===== src/sv/half_duplex_packet_link_macros.svh =====
// Assertion macros for the half-duplex packet link.
// Included by hdpl_core, which checks its own logic; no other dependencies.
`ifndef HALF_DUPLEX_PACKET_LINK_MACROS_SVH
`define HALF_DUPLEX_PACKET_LINK_MACROS_SVH

`ifndef ASSERT_OFF

// Check a condition at every clock edge outside reset
`define HDPL_ASSERT(label, clk, rst, cond) \
   label: assert property (@(posedge clk) disable iff (rst) (cond)) \
      else $error("hdpl check failed");

// Check that a condition implies another in the following cycle
`define HDPL_ASSERT_NEXT(label, clk, rst, ante, cons) \
   label: assert property (@(posedge clk) disable iff (rst) (ante) |=> (cons)) \
      else $error("hdpl check failed");

`else

`define HDPL_ASSERT(label, clk, rst, cond)
`define HDPL_ASSERT_NEXT(label, clk, rst, ante, cons)

`endif

`endif


===== src/sv/hdpl_pkg.sv =====
// Shared types and constants of the half-duplex packet link.
// No dependencies; used by every module of the block.
`timescale 1ns / 1ps

package hdpl_pkg;

   // Event kinds on the request channel
   typedef enum logic [1:0] {
      FUNC_RX_BYTE = 2'd0,
      FUNC_TX_SLOT = 2'd1,
      FUNC_TX_DONE = 2'd2
   } func_type;

   // Configuration register indexes
   localparam int CSR_INDEX_W = 2;
   localparam logic [CSR_INDEX_W-1:0] CSR_SYNC_WORD     = 2'd0;
   localparam logic [CSR_INDEX_W-1:0] CSR_RECOVERY_WORD = 2'd1;

   // First payload index after the 4-byte header, and the entry shift of a header byte
   localparam int FIRST_PAYLOAD_INDEX = 4;
   localparam int TOP_BYTE_SHIFT      = 24;

   typedef struct packed {
      func_type    func;
      logic [7:0]  rx_byte;
      logic [7:0]  tx_byte;
   } item_type;

   typedef struct packed {
      logic        sending;
      logic        payload_valid;
      logic [7:0]  payload_index;
      logic [7:0]  payload_data;
      logic        packet_done;
      logic        out_valid;
      logic [7:0]  out_data;
      logic [7:0]  next_tx_index;
      logic        reset_request;
   } result_type;

endpackage


===== src/sv/hdpl_in_stage.sv =====
// Input register of the half-duplex packet link: holds one request word.
// Depends on hdpl_pkg for the item type.
`timescale 1ns / 1ps

module hdpl_in_stage (
   input  logic                clock,
   input  logic                reset,
   input  logic                req_tvalid,
   output logic                req_tready,
   input  logic [15:0]         req_tdata,   // rx_byte [7:0], tx_byte [15:8]
   input  logic [1:0]          req_tuser,   // func [1:0]
   input  logic                take,
   output logic                item_valid,
   output hdpl_pkg::item_type  item
);

   logic               valid_ff;
   logic               valid_in;
   hdpl_pkg::item_type item_ff;
   logic               accept;

   // Accept a new word whenever the held one leaves this cycle or none is held
   assign req_tready = !valid_ff || take;
   assign accept     = req_tvalid && req_tready;

   always_comb begin
      valid_in = valid_ff;
      if (accept) begin
         valid_in = 1'b1;
      end else if (take) begin
         valid_in = 1'b0;
      end
   end

   always_ff @(posedge clock) begin
      if (reset) begin
         valid_ff <= 1'b0;
      end else begin
         valid_ff <= valid_in;
      end
   end

   // Hold the payload
   always_ff @(posedge clock) begin
      if (accept) begin
         item_ff.func    <= hdpl_pkg::func_type'(req_tuser);
         item_ff.rx_byte <= req_tdata[7:0];
         item_ff.tx_byte <= req_tdata[15:8];
      end
   end

   assign item_valid = valid_ff;
   assign item       = item_ff;

endmodule


===== src/sv/hdpl_core.sv =====
// Link state and per-event logic: header shift, sync and recovery compares,
// payload and send position counting, configuration registers. Uses hdpl_pkg.
`timescale 1ns / 1ps
`include "half_duplex_packet_link_macros.svh"

module hdpl_core #(
   parameter int HEAD_PACKET_BYTES = 64,
   parameter int BODY_PACKET_BYTES = 64,
   parameter int POS_W             = 9
) (
   input  logic                                clock,
   input  logic                                reset,
   input  logic                                csr_write,
   input  logic [hdpl_pkg::CSR_INDEX_W-1:0]    csr_index,
   input  logic [31:0]                         csr_data,
   input  logic                                take,
   input  hdpl_pkg::item_type                  item,
   output hdpl_pkg::result_type                result
);

   localparam logic [POS_W-1:0] POS_FIRST = POS_W'(hdpl_pkg::FIRST_PAYLOAD_INDEX);
   localparam logic [POS_W-1:0] POS_LAST  = POS_W'(HEAD_PACKET_BYTES - 1);
   localparam logic [POS_W-1:0] POS_BODY  = POS_W'(BODY_PACKET_BYTES);

   logic [31:0]      sync_word_ff;
   logic [31:0]      recovery_word_ff;
   logic             send_mode_ff;
   logic             send_mode_in;
   logic [31:0]      header_ff;
   logic [31:0]      header_in;
   logic [POS_W-1:0] pos_ff;
   logic [POS_W-1:0] pos_in;
   logic [31:0]      header_shifted;

   // Configuration registers
   always_ff @(posedge clock) begin
      if (reset) begin
         sync_word_ff     <= '0;
         recovery_word_ff <= '0;
      end else if (csr_write) begin
         case (csr_index)
            hdpl_pkg::CSR_SYNC_WORD:     sync_word_ff     <= csr_data;
            hdpl_pkg::CSR_RECOVERY_WORD: recovery_word_ff <= csr_data;
            default: ;
         endcase
      end
   end

   // New byte enters the header at the top
   assign header_shifted = (header_ff >> 8)
                         | (32'(item.rx_byte) << hdpl_pkg::TOP_BYTE_SHIFT);

   // Next state and result of the held event
   always_comb begin
      send_mode_in = send_mode_ff;
      header_in    = header_ff;
      pos_in       = pos_ff;
      result       = '0;
      if (!send_mode_ff) begin
         case (item.func)
            hdpl_pkg::FUNC_RX_BYTE: begin
               if (header_ff != sync_word_ff) begin
                  header_in            = header_shifted;
                  result.reset_request = (header_shifted == recovery_word_ff);
               end else begin
                  result.payload_valid = 1'b1;
                  result.payload_index = 8'(pos_ff);
                  result.payload_data  = item.rx_byte;
                  if (pos_ff >= POS_LAST) begin
                     result.packet_done = 1'b1;
                     send_mode_in       = 1'b1;
                     pos_in             = '0;
                  end else begin
                     pos_in = pos_ff + 1'b1;
                  end
               end
            end
            default: ;
         endcase
      end else begin
         case (item.func)
            hdpl_pkg::FUNC_TX_SLOT: begin
               if (pos_ff < POS_BODY) begin
                  result.out_valid = 1'b1;
                  result.out_data  = item.tx_byte;
                  pos_in           = pos_ff + 1'b1;
               end
            end
            hdpl_pkg::FUNC_TX_DONE: begin
               // Return to receive only once the whole body is out
               if (pos_ff >= POS_BODY) begin
                  send_mode_in = 1'b0;
                  header_in    = '0;
                  pos_in       = POS_FIRST;
               end
            end
            default: ;
         endcase
      end
      result.sending = send_mode_in;
      if (send_mode_in && (pos_in < POS_BODY)) begin
         result.next_tx_index = 8'(pos_in);
      end
   end

   // Advance state only when the event moves into the result register
   always_ff @(posedge clock) begin
      if (reset) begin
         send_mode_ff <= 1'b0;
         header_ff    <= '0;
         pos_ff       <= POS_FIRST;
      end else if (take) begin
         send_mode_ff <= send_mode_in;
         header_ff    <= header_in;
         pos_ff       <= pos_in;
      end
   end

   `HDPL_ASSERT(a_single_kind, clock, reset, !(result.payload_valid && result.out_valid))
   `HDPL_ASSERT(a_send_bound, clock, reset, !send_mode_ff || (pos_ff <= POS_BODY))
   `HDPL_ASSERT(a_recv_bound, clock, reset,
      send_mode_ff || ((pos_ff >= POS_FIRST) && (pos_ff <= POS_LAST)))
   `HDPL_ASSERT(a_recv_no_out, clock, reset, send_mode_ff || !result.out_valid)
   `HDPL_ASSERT_NEXT(a_done_to_send, clock, reset, take && result.packet_done,
      send_mode_ff && (pos_ff == '0))

endmodule


===== src/sv/hdpl_out_stage.sv =====
// Result register of the half-duplex packet link, driving the response port.
// Depends on hdpl_pkg for the result type.
`timescale 1ns / 1ps

module hdpl_out_stage (
   input  logic                  clock,
   input  logic                  reset,
   input  logic                  load,
   input  hdpl_pkg::result_type  result,
   output logic                  can_load,
   output logic                  rsp_tvalid,
   input  logic                  rsp_tready,
   output logic [31:0]           rsp_tdata,  // payload_index [7:0], payload_data [15:8],
                                             // out_data [23:16], next_tx_index [31:24]
   output logic [3:0]            rsp_tuser,  // sending [0], payload_valid [1],
                                             // out_valid [2], reset_request [3]
   output logic                  rsp_tlast   // packet_done
);

   logic                 valid_ff;
   logic                 valid_in;
   hdpl_pkg::result_type result_ff;

   // Take a new word when empty or when the held one is being taken
   assign can_load = !valid_ff || rsp_tready;

   always_comb begin
      valid_in = valid_ff;
      if (load) begin
         valid_in = 1'b1;
      end else if (rsp_tready) begin
         valid_in = 1'b0;
      end
   end

   always_ff @(posedge clock) begin
      if (reset) begin
         valid_ff <= 1'b0;
      end else begin
         valid_ff <= valid_in;
      end
   end

   always_ff @(posedge clock) begin
      if (load) begin
         result_ff <= result;
      end
   end

   // Pack the port
   assign rsp_tvalid = valid_ff;
   assign rsp_tdata  = {result_ff.next_tx_index, result_ff.out_data,
                        result_ff.payload_data, result_ff.payload_index};
   assign rsp_tuser  = {result_ff.reset_request, result_ff.out_valid,
                        result_ff.payload_valid, result_ff.sending};
   assign rsp_tlast  = result_ff.packet_done;

endmodule


===== src/sv/half_duplex_packet_link.sv =====
// Half-duplex packet link: each request word is one event (received byte,
// free transmit slot, or transmission complete) and yields exactly one response
// word. A word is accepted every cycle while the response side keeps up. It
// passes the input register, then the result register, from which its response
// word is offered on the response port. The only thing that slows intake is a
// stalled response port. Configuration writes are taken in every cycle and
// apply to events processed afterwards. Depends on hdpl_pkg, hdpl_in_stage,
// hdpl_core and hdpl_out_stage.
`timescale 1ns / 1ps

module half_duplex_packet_link #(
   parameter int HEAD_PACKET_BYTES = 64,
   parameter int BODY_PACKET_BYTES = 64
) (
   input  logic                              clock,
   input  logic                              reset,
   input  logic                              req_tvalid,
   output logic                              req_tready,
   input  logic [15:0]                       req_tdata,   // rx_byte [7:0], tx_byte [15:8]
   input  logic [1:0]                        req_tuser,   // func [1:0]
   output logic                              rsp_tvalid,
   input  logic                              rsp_tready,
   output logic [31:0]                       rsp_tdata,   // payload_index [7:0],
                                                          // payload_data [15:8],
                                                          // out_data [23:16],
                                                          // next_tx_index [31:24]
   output logic [3:0]                        rsp_tuser,   // sending [0], payload_valid [1],
                                                          // out_valid [2], reset_request [3]
   output logic                              rsp_tlast,   // packet_done
   input  logic                              csr_valid,
   output logic                              csr_ready,
   input  logic [hdpl_pkg::CSR_INDEX_W-1:0]  csr_index,
   input  logic [31:0]                       csr_data
);

   // Position counter holds payload indices below the head size and send counts up to the body size
   localparam int POS_MAX = (HEAD_PACKET_BYTES > BODY_PACKET_BYTES) ?
                            HEAD_PACKET_BYTES : BODY_PACKET_BYTES;
   localparam int POS_W   = $clog2(POS_MAX + 1);

   logic                 item_valid;
   logic                 take;
   logic                 can_load;
   hdpl_pkg::item_type   item;
   hdpl_pkg::result_type result;

   assign csr_ready = 1'b1;

   // Advance the held event when the result register can take its word
   assign take = item_valid && can_load;

   hdpl_in_stage u_in_stage (
      .clock      (clock),
      .reset      (reset),
      .req_tvalid (req_tvalid),
      .req_tready (req_tready),
      .req_tdata  (req_tdata),
      .req_tuser  (req_tuser),
      .take       (take),
      .item_valid (item_valid),
      .item       (item)
   );

   hdpl_core #(
      .HEAD_PACKET_BYTES (HEAD_PACKET_BYTES),
      .BODY_PACKET_BYTES (BODY_PACKET_BYTES),
      .POS_W             (POS_W)
   ) u_core (
      .clock     (clock),
      .reset     (reset),
      .csr_write (csr_valid && csr_ready),
      .csr_index (csr_index),
      .csr_data  (csr_data),
      .take      (take),
      .item      (item),
      .result    (result)
   );

   hdpl_out_stage u_out_stage (
      .clock      (clock),
      .reset      (reset),
      .load       (take),
      .result     (result),
      .can_load   (can_load),
      .rsp_tvalid (rsp_tvalid),
      .rsp_tready (rsp_tready),
      .rsp_tdata  (rsp_tdata),
      .rsp_tuser  (rsp_tuser),
      .rsp_tlast  (rsp_tlast)
   );

endmodule


===== config.mk =====
export PLATFORM = sky130hd
export DESIGN_NAME = half_duplex_packet_link
export DESIGN_NICKNAME = d
export VERILOG_FILES = /design/src/sv/hdpl_pkg.sv /design/src/sv/hdpl_in_stage.sv /design/src/sv/hdpl_core.sv /design/src/sv/hdpl_out_stage.sv /design/src/sv/half_duplex_packet_link.sv
export VERILOG_INCLUDE_DIRS = /design/src /design/src/sv
export SDC_FILE = /design/constraint.sdc
export NUM_CORES = 1
export LEC_CHECK = 0
export BUFFER_PORTS_ARGS = -buffer_cell sky130_fd_sc_hd__buf_4
export CORE_ASPECT_RATIO = 0.8
export CORE_MARGIN = 1.5
export CORE_UTILIZATION = 55
export CTS_BUF_LIST = sky130_fd_sc_hd__clkbuf_4 sky130_fd_sc_hd__clkbuf_8
export DETAILED_ROUTE_END_ITERATION = 12
export PLACE_DENSITY = 0.84
export RECOVER_POWER = 100
export SLEW_MARGIN = 25
export SYNTH_ARGS = -nofsm -noshare
export SYNTH_HDL_FRONTEND = slang
export SYNTH_HIERARCHICAL = 1
export SYNTH_SLANG_ARGS = --single-unit

===== constraint.sdc =====
create_clock -name clock -period 5.18 [get_ports clock]
set_clock_uncertainty 0.05 [all_clocks]
set_input_delay 1.036 -clock clock [delete_from_list [all_inputs] [get_ports clock]]
set_output_delay 1.036 -clock clock [all_outputs]
set_load 0.005 [all_outputs]

Word level (Yosys, flattened, before mapping) --
Cells that the tools add are included.
Cells by class: eq/ne operators 7, bitwise gates (word level) 3, reduce and logical (&&, ||, !) cells 21, multiplexer cells 24, magnitude comparators 4, add/subtract/negate cells 1
Operators with widths (count):
- 2-to-1 mux 32 bit | 5
- 2-to-1 mux 7 bit | 6
- equality test 32 bit | 1
- inequality test 32 bit | 1
- OR 24 x 32 -> 32 bit | 1
- 2-to-1 mux 18 bit | 1
- less-than comparator 7 bit (second input constant) | 2
- one-hot mux 7 bit (2 select lines) | 1
- 2-to-1 mux 1 bit | 10
- 2-to-1 mux 9 bit | 1
- nonzero test 2 bit | 4
- adder 7 x 1 -> 7 bit (second input constant) | 1
- >= comparator 7 x 6 -> 1 bit (second input constant) | 1
- >= comparator 7 bit (second input constant) | 1
- AND reduction 2 bit | 3
- OR reduction 3 bit | 2
- AND reduction 5 bit | 1
- equality test 2 x 1 -> 1 bit (second input constant) | 2
- logical NOT 2 bit | 2
- inequality test 2 bit (second input constant) | 2
- logical AND 1 bit | 3
- AND reduction 3 bit | 1
- equality test 2 bit (second input constant) | 1
- logical NOT 1 bit | 2
- 3 further kinds | 5
Storage, ports and cells: output and inout bits 40, register bits after elaboration 161

Depth between registers and ports, before layout --
depth after elaboration 7, gate-level depth with buffers 9

Hierarchy --
Netlist, hierarchy kept.
By module, submodules not included:
- hdpl_core | area an instance 5460.2 um^2, seq. area each 2082.0 um^2, cells an instance 697, times used 1
- hdpl_out_stage | area an instance 1157.4 um^2, seq. area each 1131.1 um^2, cells an instance 41, times used 1
- hdpl_in_stage | area an instance 595.6 um^2, seq. area each 560.5 um^2, cells an instance 23, times used 1
- half_duplex_packet_link | area an instance 17.5 um^2, seq. area each 0.0 um^2, cells an instance 3, times used 1

Least setup slack after synthesis --
Ideal clock, no wire load.
path kind input to output, start in rsp_tready, end out req_tready, slack 1657 ps, arrival time 2437 ps, cell stages on the path 3, buffers on the path 0, cells stage by stage nand2b_4 > and2_1 > nand2b_4
Between the ends: cells in the longest elaborated chain, start to end 3
Ends and longest elaborated chain:
- from (decl) | line half_duplex_packet_link.sv:22 | input logic rsp_tready,
- logical OR 1 bit | line hdpl_out_stage.sv:25 | assign can_load = !valid_ff || rsp_tready;
- logical AND 1 bit | line half_duplex_packet_link.sv:50 | assign take = item_valid && can_load;
- net take | line half_duplex_packet_link.sv:42 | logic take;
- logical OR 1 bit | line hdpl_in_stage.sv:23 | assign req_tready = !valid_ff || take;
- to (decl) | line half_duplex_packet_link.sv:18 | output logic req_tready,
The timed path passes the listed nets, and every way through them passes these cells.

Final worst setup path --
start reg u_core.send_mode_ff, end reg u_core.header_ff[26]
Between the ends: cells in the longest elaborated chain, start to end 2, elaborated cells between the ends (all ways) 6, those cells by class 2 x eq/ne; 1 x mux; 3 x reduce/logical
Ends and longest elaborated chain:
- from (decl) | line hdpl_core.sv:27 | logic send_mode_ff;
- from (signal assigned) | line hdpl_core.sv:113 | send_mode_ff <= send_mode_in;
- inequality test 2 bit (no source line) / nonzero test 2 bit (equally long branches)
- AND reduction 5 bit (no source line)
- to (signal assigned) | line hdpl_core.sv:114 | header_ff <= header_in;
- to (decl) | line hdpl_core.sv:29 | logic [31:0] header_ff;
Several ways; a longest one is shown, not always the timed one. A chain may end at the register's enable or synchronous reset.

==> reports/metrics.yaml <==
worst_setup_path:
  crit_type: "register to register"
  r2r-start: "u_core/send_mode_ff"
  path_delay_family: "buffers and inverters"
  crit_arrival_ns: 4.29
  r2r-end: "u_core/header_ff[26]"
  path_max_fanout: 43
  cpPeakStageDelay_ns: 1.11
  worstPathRequired_ns: 5.50
  cp_num_buf_inv: 2
  cpMaxStageDelayCell: "inv_1"
  ff2ff_path_depth: 6
  start_kind: "register"
  r2r_setup_slack_ns: 1.21
  endpoint_kind: "register"
  crit_chain: "inv_1 > nand2_1 > o21bai_1 > a21oi_4 > clkbuf_2 > mux2i_1"
grt:
  grt_pass1_vias: 5296
  antenna_found_initial: 0
  grt_first_pass_wirelength_mm: 27.4
  grt.total_usage: 0.254
  grt_busiest_layer: "met2"
  grt_max_degree: 77
  grt_overflow: 0
  grt_util_met1: 0.356
  grt_use_met2: 0.395
  grt.met3_usage: 0.0620
layout:
  layout.nets: 895
  num-fill-cells: 1021
  drive_gt1_frac: 0.160
  register_area_um2: 3770
  postLayoutCoreUtil: 0.650
  syn_to_final_growth_pct: 15.3
  multi_input_area_um2: 3130
  antennaDiodeCount: 0
pwr:
  ir_drop_uv: 187
  powerDensity_nw_per_um2: 311
  power.leakage_uw: 0.00333
  sw_frac_of_total: 0.238
  power_switching_uw: 618
  p_seq_frac: 0.533
  power_frac_comb: 0.092
  clock_power_share: 0.375
  intPower_uw: 1980
die:
  die_h_um: 106
  die_w_um: 131
  core_um2: 12800
  fp.dieArea_um2: 13800
  io_pins: 97
  start_util: 0.564
  rows: 37
yosys:
  syn_area_um2: 7230
  syn_inst: 764
  ys_warn_count: 6
  yosys_register_bits: 161
  synth_edf_count: 55
  synth_top_area_cell: "dfxtp_1"
  avgSynthCellArea_um2: 9.46
  yosys.cell_types.count: 60
  synth_top_area_frac: 0.293
  synth.area.top_cells: "dfxtp_1 29%, edfxtp_1 23%, nand2_1 9.3%, xor2_1 7.8%, a21oi_1 5.1%"
  synthFlopType: "dfxtp_1"
  synthArstFlopShare: 0
  synth-seq-area-share: 0.522
run_status:
  violations: "max-capacitance violations, max-slew violations"
  status: "complete, but fails checks"
routing:
  drc: 0
  wl_per_cell_um: 16.7
  firstDrtPassIters: 6
  drtIter0Drc: 807
  drt_wl_total_mm: 17.0
  vias: 5697
  postRouteAntennaNets: 0
  vias_per_cell: 5.59
cts:
  hold_buffers: 0
  cts-root-buf: "clkbuf_8"
  post_cts_buffers: 0
  cts_tree: "built"
  cts_buffers: 17
  clk_pin_slew_ns: 0.08
  post_cts_resized: 0
  cts.path.max_buffers: 2
  h-tree-depth: 4
  clkSinkCount: 161
  clock_latency_ns: 0.46
worst_hold_path:
  worstHoldEndpoint: "u_core/sync_word_ff[29]"
  hp-start: "u_core/sync_word_ff[29]"
  worstHoldPathType: "register to register"
  holdPathStages: 2
sta:
  fin_crit_sh: 0.767
  tightest_slew_ns: 1.66
  finalHoldViolCount: 0
  rsz0062_at_grt: "no"
  maxSlewViolCount: 33
  setup-violations-final: 0
  setup_tns_ns: 0
  post-route-min-period_ns: 3.97
  fmax_ghz: 0.252
  maxSlewHeadroom: -0.106
run:
  cap_viol_max_count: 1
placement:
  portBuffers: 95
  dp_hpwl_mm: 11.5
  routabilityCongestion: 0.910
cells by family after synthesis:
kind of cell             Yosys count  share of synthesized area
XOR/XNOR                          64                     0.0775
AO/OA/AOI/OAI                    124                      0.103
adder cells (fa/ha/maj)            7                     0.0121
buffers and inverters             70                     0.0408
flip-flops                       161                      0.522
other                              2                    0.00104
AND/OR/NAND/NOR                  301                      0.195
multiplexers                      35                     0.0488
placed cells by master (no fill, tap or decap), types with 4 or more instances in the layout:
master / count
a21oi_1: 74
a31oi_1: 4
and2_0: 17
and2_1: 5
buf_4: 40
clkbuf_1: 7
clkbuf_4: 59
clkbuf_8: 19
conb_1: 4
dfxtp_1: 106
edfxtp_1: 55
ha_1: 7
inv_1: 14
mux2i_1: 33
nand2_1: 180
nand3_1: 40
nand4_1: 4
nor2_1: 10
nor3_1: 7
nor4_1: 22
o21ai_0: 12
xor2_1: 64
per-stage QoR:
step           worst slack, ns  hold WS, ns  instance area (µm²)  power, µW  cells
3_5_place_dp              2.08        0.410                 7990       1660    987
3_3_place_gp              2.14        0.404                 7990       1660    987
6_report                  1.21        0.421                 8340       2600   1019
4_1_cts                   2.01        0.421                 8420       2620   1019
5_1_grt                  0.962        0.434                 8340       2690   1019
2_1_floorplan             1.66        0.396                 7240       1560    766
Yosys cell counts, types with 2 or more instances:
| library cell | instances |
|---|---|
| o31ai_1 | 2 |
| a21oi_1 | 74 |
| a22oi_1 | 2 |
| nor3_1 | 5 |
| buf_2 | 2 |
| a21oi_2 | 3 |
| nor4_1 | 21 |
| a211oi_1 | 3 |
| conb_1 | 2 |
| o2bb2ai_1 | 2 |
| or2_2 | 2 |
| a32oi_1 | 2 |
| nand4_1 | 4 |
| buf_4 | 8 |
| or3_1 | 2 |
| mux2i_1 | 33 |
| nand2b_4 | 2 |
| a2bb2oi_1 | 3 |
| a31oi_1 | 4 |
| nand2_1 | 180 |
| buf_1 | 2 |
| o221ai_1 | 2 |
| xor2_1 | 64 |
| a21boi_0 | 2 |
| o21ai_0 | 12 |
| edfxtp_1 | 55 |
| and3_1 | 2 |
| nor2_1 | 10 |
| clkbuf_1 | 44 |
| nand3_1 | 40 |
| inv_1 | 13 |
| dfxtp_1 | 106 |
| ha_1 | 7 |
| and2_1 | 21 |
| a21o_1 | 3 |
per-layer routing:
| metal | part of all wire | up-vias | wire length (µm) |
|---|---|---|---|
| met3 | 0.080 | 24 | 1360 |
| met4 | 0.015 | 0 | 262 |
| met2 | 0.46 | 285 | 7860 |
| met5 | 0 | - | 0 |
| met1 | 0.44 | 2634 | 7560 |
| li1 | - | 2754 | - |
sequential cells by signal, summed over array words and instances, names as in the netlist:
register and count:
u_core/recovery_word_ff 32, u_out_stage/rsp_tuser 4, u_core/sync_word_ff 32, u_in_stage/item 18
u_out_stage/rsp_tdata 32, u_out_stage/rsp_tvalid 1, u_core/header_ff 32, u_in_stage/item_valid 1
u_core/send_mode_ff 1, u_core/pos_ff 7, u_out_stage/rsp_tlast 1
power groups by stage:
stage | Combinational (µW) | Sequential [µW] | Clock [µW]
final | 240 | 1380 | 973
after global routing | 261 | 1390 | 1040
after CTS | 250 | 1380 | 987
after detailed placement | 248 | 1410 | 0
after global placement | 243 | 1410 | 0
after floorplan | 152 | 1400 | 0
how the worst max path moves through the flow:
stage                        start                    to  slack (ns)  cells after the start
2_1_floorplan           rsp_tready            req_tready        1.66                      3
3_3_place_gp            rsp_tready   u_core/header_ff[0]        2.14                      7
3_5_place_dp            rsp_tready  u_core/header_ff[27]        2.08                      7
4_1_cts        u_core/send_mode_ff  u_core/header_ff[26]        2.01                      6
5_1_grt        u_core/send_mode_ff  u_core/header_ff[25]        0.96                      6
6_report       u_core/send_mode_ff  u_core/header_ff[26]        1.21                      6
layout make-up:
cell class | count | share of cell area
sequential | 161 | 0.453
inverter | 14 | 0.00630
tap | 175 | 0.0263
clock inverter | 8 | 0.0150
timing repair buffer | 102 | 0.0884
multi-input combinational | 535 | 0.376
clock buffer | 24 | 0.0359
worst reg2reg max path: stages (launching register included):
cell and delay [ns]:
dfxtp_1 0.51, inv_1 1.11, nand2_1 0.42, o21bai_1 0.35, a21oi_4 0.42, clkbuf_2 0.71
mux2i_1 0.31
Note: power is estimated with default switching activity, not from simulation.
